`config.mk`:
```
export PLATFORM = sky130hd
export DESIGN_NAME = ddoih_ctrl
export DESIGN_NICKNAME = d
export VERILOG_FILES = /design/src/ddoih_pkg.sv /design/src/ddoih_ctrl.sv
export SDC_FILE = /design/constraint.sdc
export NUM_CORES = 1
export LEC_CHECK = 0
export BUFFER_PORTS_ARGS = -buffer_cell sky130_fd_sc_hd__clkbuf_2
export CAP_MARGIN = 40
export CORE_MARGIN = 10
export CORE_UTILIZATION = 45
export DETAILED_ROUTE_END_ITERATION = 8
export HOLD_SLACK_MARGIN = 0.15
export PLACE_DENSITY_LB_ADDON = 0.05
export SETUP_SLACK_MARGIN = 0.05
export SLEW_MARGIN = 20
export SYNTH_ARGS = -nofsm -noshare
export SYNTH_HDL_FRONTEND = slang
export SYNTH_SLANG_ARGS = --single-unit
```
`constraint.sdc`:
```
create_clock -name clock -period 3.8 [get_ports clock]
set_input_delay 0.76 -clock clock [delete_from_list [all_inputs] [get_ports clock]]
set_output_delay 0.76 -clock clock [all_outputs]
set_load 0.02 [all_outputs]
```
`src/ddoih_pkg.sv`:
```
`timescale 1ns / 1ps
// ----------------------------------------------------------------------------
// ddoih_pkg
// shared types, codes and constants of the odometry / imu heading block
// ----------------------------------------------------------------------------
package ddoih_pkg;

   localparam int PERIOD_MS    = 10;
   localparam int CSR_WIDTH    = 24;
   localparam int DIV_STEPS    = 32;
   localparam int DIV_CNT_BITS = $clog2(DIV_STEPS);

   // sine polynomial coefficients, q16
   localparam logic [16:0] SIN_A = 17'd102943;
   localparam logic [16:0] SIN_B = 17'd42047;
   localparam logic [16:0] SIN_C = 17'd4640;

   typedef enum logic [1:0] {
      OP_SAMPLE    = 2'd0,
      OP_NOT_READY = 2'd1,
      OP_FAULT     = 2'd2,
      OP_SET_POSE  = 2'd3
   } opcode_type;

   typedef enum logic [1:0] {
      MODE_IDLE   = 2'd0,
      MODE_ACTIVE = 2'd1,
      MODE_ERROR  = 2'd2
   } mode_type;

   typedef enum logic [1:0] {
      CSR_LEFT_MM_PER_TICK  = 2'd0,
      CSR_RIGHT_MM_PER_TICK = 2'd1,
      CSR_LEFT_REVERSE      = 2'd2,
      CSR_RIGHT_REVERSE     = 2'd3
   } csr_index_type;

   typedef struct packed {
      opcode_type         opcode;
      logic        [31:0] left_ticks;
      logic        [31:0] right_ticks;
      logic signed [15:0] imu_yaw;
      logic signed [15:0] imu_rate;
      logic signed [31:0] pose_x;
      logic signed [31:0] pose_y;
      logic signed [15:0] pose_yaw;
   } ddoih_req_type;

   typedef struct packed {
      logic signed [31:0] x_mm;
      logic signed [31:0] y_mm;
      logic signed [31:0] forward_speed;
      logic signed [15:0] heading;
      logic signed [15:0] turn_rate;
      mode_type           mode;
   } ddoih_rsp_type;

   typedef enum logic [4:0] {
      ST_IDLE, ST_ELAPSE, ST_POSE, ST_FAULT, ST_REBASE, ST_PREP,
      ST_TZ, ST_TC, ST_TR1, ST_TR2, ST_TV,
      ST_WL, ST_WR, ST_SUM, ST_MAG,
      ST_PLO, ST_PHI, ST_PINC, ST_PADD,
      ST_SPN, ST_SPC, ST_DIV, ST_COMMIT, ST_OUT
   } ctrl_state_type;

   typedef enum logic [4:0] {
      DP_NOP, DP_LOAD, DP_ELAPSE, DP_POSE, DP_FAULT, DP_REBASE, DP_PREP,
      DP_TRIG_Z, DP_TRIG_C, DP_TRIG_R1, DP_TRIG_R2, DP_TRIG_V,
      DP_WHEEL_L, DP_WHEEL_R, DP_SUM, DP_MAG,
      DP_POS_LO, DP_POS_HI, DP_POS_INC, DP_POS_ADD,
      DP_SPD_N, DP_SPD_CHK, DP_DIV, DP_COMMIT, DP_OUT
   } dp_op_type;

   typedef struct packed {
      dp_op_type op;
      logic      sel;   // 0: cosine / x, 1: sine / y
   } dp_cmd_type;

   typedef struct packed {
      opcode_type opcode;
      logic       need_rebase;
   } dp_status_type;

endpackage

```
`src/ddoih_ctrl.sv`:
```
`timescale 1ns / 1ps
// ----------------------------------------------------------------------------
// ddoih_ctrl
// sequencer: steps the datapath through one request and owns the handshakes
// ----------------------------------------------------------------------------
module ddoih_ctrl
   import ddoih_pkg::*;
(
   input  logic          clock,
   input  logic          reset,
   input  logic          req_valid,
   output logic          req_stall,
   output logic          rsp_valid,
   input  logic          rsp_stall,
   input  dp_status_type status,
   output dp_cmd_type    cmd
);

   ctrl_state_type          state_ff, state_in;
   logic                    sel_ff, sel_in;
   logic [DIV_CNT_BITS-1:0] div_cnt_ff, div_cnt_in;
   logic                    rsp_valid_ff, rsp_valid_in;
   logic                    out_load;

   localparam logic [DIV_CNT_BITS-1:0] DIV_LAST = DIV_CNT_BITS'(DIV_STEPS - 1);

   assign out_load = (state_ff == ST_OUT) && (!rsp_valid_ff || !rsp_stall);

   always_ff @(posedge clock) begin
      if (reset) begin
         state_ff     <= ST_IDLE;
         sel_ff       <= 1'b0;
         div_cnt_ff   <= '0;
         rsp_valid_ff <= 1'b0;
      end else begin
         state_ff     <= state_in;
         sel_ff       <= sel_in;
         div_cnt_ff   <= div_cnt_in;
         rsp_valid_ff <= rsp_valid_in;
      end
   end

   // next state
   always_comb begin
      state_in   = state_ff;
      sel_in     = sel_ff;
      div_cnt_in = div_cnt_ff;
      unique case (state_ff)
         ST_IDLE:   if (req_valid) state_in = ST_ELAPSE;
         ST_ELAPSE: begin
            unique case (status.opcode)
               OP_SET_POSE:  state_in = ST_POSE;
               OP_FAULT:     state_in = ST_FAULT;
               OP_NOT_READY: state_in = ST_OUT;
               OP_SAMPLE:    state_in = status.need_rebase ? ST_REBASE : ST_PREP;
               default:      state_in = ST_OUT;
            endcase
         end
         ST_POSE, ST_FAULT, ST_REBASE: state_in = ST_OUT;
         ST_PREP: begin
            sel_in   = 1'b0;
            state_in = ST_TZ;
         end
         ST_TZ:  state_in = ST_TC;
         ST_TC:  state_in = ST_TR1;
         ST_TR1: state_in = ST_TR2;
         ST_TR2: state_in = ST_TV;
         ST_TV: begin
            if (!sel_ff) begin
               sel_in   = 1'b1;
               state_in = ST_TZ;
            end else begin
               state_in = ST_WL;
            end
         end
         ST_WL:  state_in = ST_WR;
         ST_WR:  state_in = ST_SUM;
         ST_SUM: state_in = ST_MAG;
         ST_MAG: begin
            sel_in   = 1'b0;
            state_in = ST_PLO;
         end
         ST_PLO:  state_in = ST_PHI;
         ST_PHI:  state_in = ST_PINC;
         ST_PINC: state_in = ST_PADD;
         ST_PADD: begin
            if (!sel_ff) begin
               sel_in   = 1'b1;
               state_in = ST_PLO;
            end else begin
               state_in = ST_SPN;
            end
         end
         ST_SPN: state_in = ST_SPC;
         ST_SPC: begin
            div_cnt_in = '0;
            state_in   = ST_DIV;
         end
         ST_DIV: begin
            div_cnt_in = div_cnt_ff + 1'b1;
            if (div_cnt_ff == DIV_LAST) state_in = ST_COMMIT;
         end
         ST_COMMIT: state_in = ST_OUT;
         ST_OUT:    if (out_load) state_in = ST_IDLE;
         default:   state_in = ST_IDLE;
      endcase
   end

   // outputs
   always_comb begin
      cmd.sel   = sel_ff;
      cmd.op    = DP_NOP;
      req_stall = 1'b1;
      unique case (state_ff)
         ST_IDLE: begin
            req_stall = 1'b0;
            if (req_valid) cmd.op = DP_LOAD;
         end
         ST_ELAPSE: cmd.op = DP_ELAPSE;
         ST_POSE:   cmd.op = DP_POSE;
         ST_FAULT:  cmd.op = DP_FAULT;
         ST_REBASE: cmd.op = DP_REBASE;
         ST_PREP:   cmd.op = DP_PREP;
         ST_TZ:     cmd.op = DP_TRIG_Z;
         ST_TC:     cmd.op = DP_TRIG_C;
         ST_TR1:    cmd.op = DP_TRIG_R1;
         ST_TR2:    cmd.op = DP_TRIG_R2;
         ST_TV:     cmd.op = DP_TRIG_V;
         ST_WL:     cmd.op = DP_WHEEL_L;
         ST_WR:     cmd.op = DP_WHEEL_R;
         ST_SUM:    cmd.op = DP_SUM;
         ST_MAG:    cmd.op = DP_MAG;
         ST_PLO:    cmd.op = DP_POS_LO;
         ST_PHI:    cmd.op = DP_POS_HI;
         ST_PINC:   cmd.op = DP_POS_INC;
         ST_PADD:   cmd.op = DP_POS_ADD;
         ST_SPN:    cmd.op = DP_SPD_N;
         ST_SPC:    cmd.op = DP_SPD_CHK;
         ST_DIV:    cmd.op = DP_DIV;
         ST_COMMIT: cmd.op = DP_COMMIT;
         ST_OUT:    if (out_load) cmd.op = DP_OUT;
         default:   cmd.op = DP_NOP;
      endcase
   end

   assign rsp_valid_in = out_load | (rsp_valid_ff & rsp_stall);
   assign rsp_valid    = rsp_valid_ff;

   a_rsp_from_out: assert property (@(posedge clock) disable iff (reset)
      $rose(rsp_valid_ff) |-> $past(state_ff) == ST_OUT)
      else $error("response raised outside output state");

   a_prep_after_elapse: assert property (@(posedge clock) disable iff (reset)
      state_ff == ST_PREP |-> $past(state_ff) == ST_ELAPSE)
      else $error("integration entered without elapsed update");

   a_commit_after_div: assert property (@(posedge clock) disable iff (reset)
      state_ff == ST_COMMIT |-> $past(state_ff) == ST_DIV && $past(div_cnt_ff) == DIV_LAST)
      else $error("commit before divider finished");

endmodule

```
After elaboration in Yosys (flattened, before gate mapping)
Cells that the tools add are included.
{"block": "word_totals", "register_bits": 12, "output_inout_bits": 8, "elab_cells": 63}
{"block": "classes", "addsub": 1, "n_eq_ne": 30, "n_mux": 14, "bitwise": 2, "n_reduce_logical": 12}
{"cell": "$pmux 5 s24", "count": 1}
{"cell": "$pmux 5 s21", "count": 1}
{"cell": "$eq 5x5->1 const B", "count": 9}
{"cell": "$eq 5x4->1 const B", "count": 8}
{"cell": "$mux 5", "count": 5}
{"cell": "$eq 5x3->1 const B", "count": 4}
{"cell": "$pmux 5 s4", "count": 1}
{"cell": "$eq 5x2->1 const B", "count": 2}
{"cell": "$pmux 5 s2", "count": 1}
{"cell": "$ne 2x2->1 const B", "count": 3}
{"cell": "$add 5x1->5 const B", "count": 1}
{"cell": "$eq 5x1->1 const B", "count": 1}
{"cell": "$logic_not 5->1", "count": 1}
{"cell": "$eq 2x2->1 const B", "count": 2}
{"cell": "$mux 4", "count": 1}
{"cell": "$reduce_bool 2->1", "count": 2}
{"cell": "$reduce_or 2->1", "count": 2}
{"cell": "$reduce_or 4->1", "count": 1}
{"cell": "$mux 1", "count": 3}
{"cell": "$reduce_and 3->1", "count": 1}
{"cell": "$eq 2x1->1 const B", "count": 1}
{"cell": "$logic_not 1->1", "count": 2}
{"cell": "$logic_not 2->1", "count": 1}
{"cell": "$pmux 1 s2", "count": 1}
{"cell": "other kinds (4)", "count": 4}

Longest topological paths before layout
Gate-level depths: netlist (run 1).
{"block": "logic_depth", "ltp_word": 5, "depth_mapped": 7, "depth_no_buf": 7}

Worst setup path before layout (run 1)
No wires, ideal clock.
{"block": "synth_path", "path_kind": "in2out", "start": "in req_valid", "end": "out cmd[1] (netlist name)", "arrival_ns": 1.365, "required_ns": 3.040, "slack_ns": 1.675, "stages": 2, "n_path_buf": 0, "cell_sequence": "nor4_1 > a211oi_1"}
{"item": "start, declared", "line": "ddoih_ctrl.sv:11", "text": "input logic req_valid,"}
{"item": "end, declared", "line": "ddoih_ctrl.sv:16", "text": "output dp_cmd_type cmd"}

==> results of run 1 <==
==> worst max-delay path, cell delays in order (launching register included) <==
cell	delay, ns
dfxtp_1	0.84
or2_1	0.27
nor4_1	0.09
a211oi_1	0.29
clkbuf_2	0.22
==> report_power, final <==
part | total (µW) | leakage [µW] | internal (µW) | switching [µW]
Combinational | 471 | 0.000298 | 193 | 278
Clock | 110 | 0.0000210 | 58.2 | 52.0
Sequential | 202 | 0.0000977 | 147 | 55.3
Total | 784 | 0.000417 | 398 | 386
==> registers in the layout (all words and copies together), names as in the netlist <==
name	flops
sel_ff	1
div_cnt_ff	5
rsp_valid	1
state_ff	5
==> final timing paths <==
| check | endpoint | from | slack, ns |
|---|---|---|---|
| min | div_cnt_ff[3]$_SDFFE_PP0P_ | div_cnt_ff[3]$_SDFFE_PP0P_ | 0.50 |
| min reg2reg | div_cnt_ff[3]$_SDFFE_PP0P_ | div_cnt_ff[3]$_SDFFE_PP0P_ | 0.50 |
| max | cmd[1] | state_ff[4]$_SDFFE_PP0P_ | 1.03 |
| max reg2reg | state_ff[0]$_SDFFE_PP0P_ | state_ff[4]$_SDFFE_PP0P_ | 1.47 |
==> cells in the final DEF, fill, tap and decap left out, types with 6 or more instances in the layout <==
cell,count
a21oi_1,14
clkbuf_2,14
dfxtp_1,12
nand2_1,11
o21ai_0,11
nor2_1,9
nor3_1,6
==> logic make-up after synthesis <==
family | count (synthesis)
buf+inv | 19
compound gates | 51
mux | 1
simple gates | 47
flops | 12
xor+xnor | 4
fa+ha+maj | 3
==> through the flow <==
stage	instance area, µm²	hold slack (ns)	total power [µW]	setup WS, ns	util, %
2_1_floorplan	1037	0.4542	588.6	1.675	-
3_3_place_gp	1080	0.4664	673.2	1.454	48.81
5_1_grt	1116	0.5387	838.8	0.8548	50.45
4_1_cts	1116	0.4986	782.2	1.043	50.45
3_5_place_dp	1080	0.4866	670.3	1.375	48.81
6_report	1116	0.5008	783.9	1.029	50.45
==> routing by layer <==
layer  track usage, %  up-vias
met5                0        -
met4            5.025        0
li1                 -      524
met2            15.35       49
met3            3.263        6
met1            17.80      521
==> layout make-up <==
| cell class | count | area [µm²] |
|---|---|---|
| Multi-Input combinational cell | 106 | 696.9 |
| Inverter | 6 | 22.52 |
| Tap cell | 28 | 35.03 |
| Fill cell | 235 | 1096 |
| Clock buffer | 4 | 36.28 |
| Sequential cell | 12 | 240.2 |
| Timing Repair Buffer | 16 | 85.08 |
==> flow_metrics.tcl, run 1 <==
set metrics [dict create \
    drv_slew 0 \
    htree_levels 1 \
    finalSetupTns_ns 0 \
    synth.distinct_cells 47 \
    hp-class "reg2reg" \
    ir_worst_vdd_v 0.0003641 \
    syn_inst 137 \
    grt_pass1_wl_um 4367 \
    vias_per_cell 6.395 \
    die_w_um 68.01 \
    wl_met2_um 1177 \
    yosys_warnings 0 \
    crit_arrival_ns 2.01 \
    cap_violations 0 \
    dp.cells 168 \
    hold_path_depth 2 \
    endpoint_kind "primary output" \
    route.vias.total 1100 \
    top_layer_used "met4" \
    final_cells 172 \
    yosysTopAreaCell "dfxtp_1" \
    worstRegToRegCells 4 \
    wl_met3_um 245 \
    synthTopCellsByArea "dfxtp_1, a21oi_1, o21ai_0" \
    async_flop_share_pct 0 \
    num_rows 17 \
    grt_use_total_pct 11.97 \
    cts_buffers 3 \
    cts.clk_slew.worst_paths_ns 0.10 \
    relSlewSlack_pct 48.12 \
    crit_type "reg2out" \
    core_area_mm2 0.002212 \
    wl_per_cell_um 15.91 \
    fmax_mhz 360.8 \
    finalWeightedCongestion 0.8336 \
    fin_crit_ns 2.771 \
    cts_tree "yes" \
    wl_um 2736 \
    syn_area_mm2 0.001037 \
    synth_seq_area_share_pct 23.16 \
    antenna_cells 0 \
    final_hold_viol_count 0 \
    fp.dieH_um 68.01 \
    leakage_uw 0.0004165 \
    finalSetupViolations 0 \
    synthSimpleGateAreaFrac_pct 25.33 \
    finalClockSkew_ns 0.01506 \
    synthMuxAreaShare_pct 0.9650 \
    antenna_found_initial 0 \
    drcViolationCount 0 \
    syn_area_per_cell_um2 7.571 \
    grt_start_max_net_pins 27 \
    drive_gt1_share_pct 19.44 \
    cts.repair.resized 0 \
    met1_length_um 1268 \
    synth_xor_area_share_pct 3.378 \
    cellPowerDensity_mw_per_mm2 702.4 \
    dp_hpwl_um 1833 \
    cp_max_fo 24 \
    grt-ovfl-total 0 \
    hold_buffers 0 \
    io_pins 15 \
    layout.nets 154 \
    grt_pass1_vias 884 \
    drt_first_pass_iters 5 \
    cts_buffer_depth 2 \
    synth-edff-count 0 \
    synth_top_area_share_pct 23.16 \
    ant_nets 0 \
    portBuffers 14 \
    start_kind "register" \
    clock-sinks 12 \
    cts_root_buffer "clkbuf_4" \
    synth.most_common_cell "a21oi_1" \
    fin_crit_sh_pct 72.93 \
    outcome "finished, final reports clean" \
    synth-seq-cells 12 \
    die_area_mm2 0.004625 \
    synth_ff_type "dfxtp_1" \
    synthAdderAreaFrac_pct 3.378 \
    worstPathRequired_ns 3.04 \
    drtIter0Drc 92 \
    initial_core_util_pct 46.89 \
    netlist_top_cells_count "a21oi_1, dfxtp_1, nand2_1, o21ai_0, nor2_1" \
    syn_to_final_growth_pct 7.599 \
    clock_latency_ns 0.29 \
    rsz0062_at_grt "no" \
    cts_setup_buffers 0 \
    syn_nets 146 \
    synth_top_family_by_area "compound AO/OA/AOI/OAI gates" \
    synth_compound_area_share_pct 34.14 \
    worst_pin_slew_ns 0.7771 \
]
(Power assumes the default switching activity.)
==> run 2, diff against run 1 <==
- clock period: 3.8 -> 2.8 ns (I/O delays scaled with it)
==> run 2 against run 1 <==
Against the previous run:
- clock skew fell by 0.0062 ns
- cell count rose by 1.7%
- wire length fell by 1.9%
- die area did not move
- sequential cell count did not move
- cell area rose by 2.0%
- utilization rose by 1.0 points
- power rose by 37%
- global-route usage rose by 0.18 points
- critical path type unchanged
- critical endpoint is now cmd[3]
- highest routed layer unchanged
==> flow_metrics.tcl, run 2 (synthesis results as in run 1) <==
set metrics [dict create \
    drv_slew 0 \
    num_rows 17 \
    ir_worst_vdd_v 0.0005720 \
    wl_per_cell_um 15.34 \
    drive_gt1_share_pct 21.09 \
    layout.nets 157 \
    ant_nets 0 \
    crit_type "reg2out" \
    crit_arrival_ns 1.91 \
    grt_pass1_vias 930 \
    relSlewSlack_pct 60.94 \
    clock_latency_ns 0.28 \
    cellPowerDensity_mw_per_mm2 939.9 \
    vias_per_cell 5.994 \
    antenna_cells 0 \
    core_area_mm2 0.002212 \
    cts_buffer_depth 2 \
    dp_hpwl_um 1874 \
    worstRegToRegCells 4 \
    grt_start_max_net_pins 23 \
    fp.dieH_um 68.01 \
    clock-sinks 12 \
    fmax_mhz 405.5 \
    io_pins 15 \
    die_area_mm2 0.004625 \
    worst_pin_slew_ns 0.5850 \
    finalSetupViolations 0 \
    finalWeightedCongestion 0.8841 \
    cts.clk_slew.worst_paths_ns 0.09 \
    fin_ws_ns 0.3336 \
    drcViolationCount 0 \
    start_kind "register" \
    r2r_slack_ns 0.89 \
    grt_pass1_wl_um 4471 \
    endpoint_kind "primary output" \
    antenna_found_initial 0 \
    crit_start "state_ff[2]$_SDFFE_PP0P_" \
    die_w_um 68.01 \
    leakage_uw 0.0004313 \
    hold_buffers 0 \
    htree_levels 1 \
    dp_slack_ns 0.6833 \
    hp-class "reg2reg" \
    grt-ovfl-total 0 \
    initial_core_util_pct 46.89 \
    finalSetupTns_ns 0 \
    route.vias.total 1049 \
    worstPathRequired_ns 2.24 \
    final_hold_viol_count 0 \
    finalClockSkew_ns 0.008835 \
    syn_to_final_growth_pct 9.771 \
    portBuffers 14 \
    wl_um 2685 \
    drtIter0Drc 42 \
    cts_setup_buffers 0 \
    fin_crit_sh_pct 88.08 \
    r2r_end "state_ff[2]$_SDFFE_PP0P_" \
    rsz0062_at_grt "no" \
    outcome "finished, final reports clean" \
    hold_path_depth 2 \
    final_cell_mix "a21oi_1, clkbuf_2, dfxtp_1" \
    cts.repair.resized 0 \
    drt_first_pass_iters 4 \
    reg.largest.list "div_cnt_ff (5), state_ff (5)" \
    hold_end "div_cnt_ff[3]$_SDFFE_PP0P_" \
    cap_violations 0 \
    grt_use_total_pct 12.15 \
    reg2reg_from "state_ff[2]$_SDFFE_PP0P_" \
    cp_max_fo 18 \
    cts_root_buffer "clkbuf_4" \
    cts_tree "yes" \
    hp-start "div_cnt_ff[3]$_SDFFE_PP0P_" \
    power_uw 1070 \
    cts_buffers 3 \
    fin_crit_ns 2.466 \
]
run 2: how the worst max path moves through the flow:
stage                      to  slack, ns  cells after the start
CTS                    cmd[3]       0.38                      4
global route           cmd[3]       0.20                      4
global placement       cmd[3]       0.78                      4
detailed placement     cmd[3]       0.68                      4
finish                 cmd[3]       0.33                      4
floorplan           req_stall       0.91                      4
run 2: where the power goes:
part | internal [µW] | leakage, µW | switching, µW
clock | 79.1 | 0.0000210 | 66.4
sequential | 200 | 0.0000977 | 81.7
combinational | 272 | 0.000313 | 371
run 2: per-stage QoR:
stage	utilization, %	hold slack, ns	cell area [µm²]	std cells
6_report	51.47	0.5001	1139	175
5_1_grt	51.47	0.5413	1139	175
4_1_cts	51.47	0.5005	1139	175
3_5_place_dp	49.83	0.4883	1102	171
3_3_place_gp	49.83	0.4747	1102	171
2_1_floorplan	-	0.4542	1037	137
run 2: final cells by class:
class,count,area [µm²]
Fill cell,228,1074
Clock buffer,4,36.28
Tap cell,28,35.03
Inverter,6,22.52
Timing Repair Buffer,19,107.6
Sequential cell,12,240.2
Multi-Input combinational cell,106,696.9
run 2: critical path, stage by stage (launching register included):
cell	delay, ns
dfxtp_1	0.70
clkinv_1	0.40
xnor2_1	0.22
a21oi_1	0.12
clkbuf_2	0.18
run 2: layer usage:
metal	global-route usage, %	wire (µm)	vias to the layer above
li1	-	-	532
met1	16.62	1276	484
met2	17.21	1213	31
met3	3.263	180	2
met4	5.528	14	0
met5	0	0	-
==> run 3, diff against run 2 <==
- CELL_PAD_IN_SITES_DETAIL_PLACEMENT: unset -> 1
- CELL_PAD_IN_SITES_GLOBAL_PLACEMENT: unset -> 1
- CORE_UTILIZATION: 45 -> 40
==> run 3 against run 2 <==
Against the previous run:
- global-route usage rose by 0.65 points
- highest routed layer unchanged
- maximum frequency is 10% higher
- power is 0.75% higher
- cell area rose by 0.33%
- utilization is 5.4 points lower
- die area rose by 8.7%
==> flow_metrics.tcl, run 3 (synthesis results as in run 1) <==
set metrics [dict create \
    placed_cell_area_mm2 0.001120 \
    dp_hpwl_um 2282 \
    hp-start "div_cnt_ff[3]$_SDFFE_PP0P_" \
    crit_type "reg2out" \
    cap_violations 0 \
    ant_nets 0 \
    fin_crit_sh_pct 79.78 \
    worst_pin_slew_ns 0.4119 \
    fmax_mhz 447.6 \
    antenna_found_initial 0 \
    fin_crit_ns 2.234 \
    combinationalPowerShare_pct 67.5 \
    relSlewSlack_pct 72.33 \
    ir_worst_vdd_v 0.0005225 \
    cts_buffer_depth 2 \
    crit_arrival_ns 1.67 \
    drcViolationCount 0 \
    cts_buffers 3 \
    wl_um 3177 \
    cts.repair.resized 0 \
    cts_setup_buffers 0 \
    hold_ws_ns 0.4883 \
    io_pins 15 \
    drv_slew 0 \
    vias_per_cell 6.039 \
    initial_core_util_pct 41.87 \
    crit_chain "buf_4 > nand3_1 > a311oi_1 > a31o_2 > clkbuf_2" \
    finalWeightedCongestion 0.7610 \
    core_area_mm2 0.002477 \
    syn_to_final_growth_pct 10.13 \
    reg2reg_from "state_ff[4]$_SDFFE_PP0P_" \
    layout.nets 159 \
    die_w_um 70.92 \
    grt_use_total_pct 12.80 \
    cts_root_buffer "clkbuf_4" \
    slowest_stage "dfxtp_1" \
    route.vias.total 1075 \
    rsz0062_at_grt "no" \
    grt_pass1_wl_um 5437 \
    drtIter0Drc 102 \
    fin_ws_ns 0.5660 \
    grt_start_max_net_pins 26 \
    r2r_slack_ns 0.91 \
    cts.clk_slew.worst_paths_ns 0.08 \
    final_hold_viol_count 0 \
    endpoint "cmd[4]" \
    drive_gt1_share_pct 21.62 \
    die_area_mm2 0.005030 \
    p_clk_share_pct 10.0 \
    endpoint_kind "primary output" \
    clock_latency_ns 0.27 \
    p_int_uw 536.5 \
    leakage_uw 0.0004344 \
    drt_first_pass_iters 4 \
    crit_start "state_ff[0]$_SDFFE_PP0P_" \
    finalSetupViolations 0 \
    worstPathRequired_ns 2.24 \
    worstRegToRegCells 5 \
    clock-sinks 12 \
    final_cell_mix "a21oi_1, clkbuf_2, dfxtp_1" \
    grt-ovfl-total 0 \
    wl_per_cell_um 17.85 \
    outcome "finished, final reports clean" \
    p_switching_uw 541.7 \
    seq_power_share_pct 22.4 \
    finalSetupTns_ns 0 \
    final_util_pct 46.11 \
    cp_top_family "compound AO/OA/AOI/OAI gates" \
    dp_slack_ns 0.8820 \
    design_area_mm2 0.001142 \
    critical-path-max-stage-delay_ns 0.34 \
    hold_buffers 0 \
    hp-class "reg2reg" \
    antenna_cells 0 \
    cts_tree "yes" \
    fp.dieH_um 70.92 \
    cp.buffers_inverters 2 \
    cellPowerDensity_mw_per_mm2 943.8 \
    portBuffers 14 \
    finalClockSkew_ns 0.003119 \
    r2r_end "state_ff[0]$_SDFFE_PP0P_" \
    grt_pass1_vias 1084 \
    start_kind "register" \
    path_depth 5 \
    cp_max_fo 13 \
    htree_levels 1 \
    num_rows 18 \
    sw_frac_of_total_pct 50.24 \
    reg.largest.list "div_cnt_ff (5), state_ff (5)" \
]
-- run 3: area by class of cell --
| cell class | instances | area (µm²) |
|---|---|---|
| fillers | 333 | 1335 |
| multi-input cells | 106 | 696.9 |
| flip-flops and latches | 12 | 240.2 |
| repair buffers | 21 | 122.6 |
| well taps | 30 | 37.54 |
| clock buffers | 3 | 22.52 |
| inverters | 6 | 22.52 |
-- run 3: per-stage QoR --
step / total power, µW / std cells
floorplan: 798.8 / 137
global placement: 957.1 / 175
detailed placement: 973.9 / 175
CTS: 1085 / 178
global route: 1169 / 178
finish: 1078 / 178
-- run 3: worst min-delay path by stage --
stage / to / slack, ns / cells past startpoint
final: div_cnt_ff[3]$_SDFFE_PP0P_ / 0.49 / 2
after global routing: div_cnt_ff[3]$_SDFFE_PP0P_ / 0.53 / 2
after CTS: div_cnt_ff[3]$_SDFFE_PP0P_ / 0.49 / 2
after detailed placement: div_cnt_ff[3]$_SDFFE_PP0P_ / 0.48 / 2
after global placement: div_cnt_ff[3]$_SDFFE_PP0P_ / 0.46 / 2
after floorplan: div_cnt_ff[3]$_SDFFE_PP0P_ / 0.45 / 2
-- run 3: metal layers --
metal | share of wire (%) | vias up | wire, µm | track usage [%]
met5 | 0 | - | 0 | 0
met4 | 1.4 | 0 | 44 | 5.161
met3 | 3.7 | 4 | 117 | 3.905
met2 | 45 | 15 | 1417 | 19.68
met1 | 50 | 522 | 1598 | 16.14
li1 | - | 534 | - | -
-- run 3: power by group through the flow --
stage	registers [µW]	clock network (µW)	logic (µW)
global route	248	125	796
floorplan	225	0	574
finish	242	108	728
CTS	241	114	731
detailed placement	245	0	729
global placement	243	0	714
-- run 3: tightest hold or removal path, cell delays in order (launching register included) --
cell     delay (ns)
dfxtp_1        0.33
nand2_1        0.06
a21oi_1        0.05
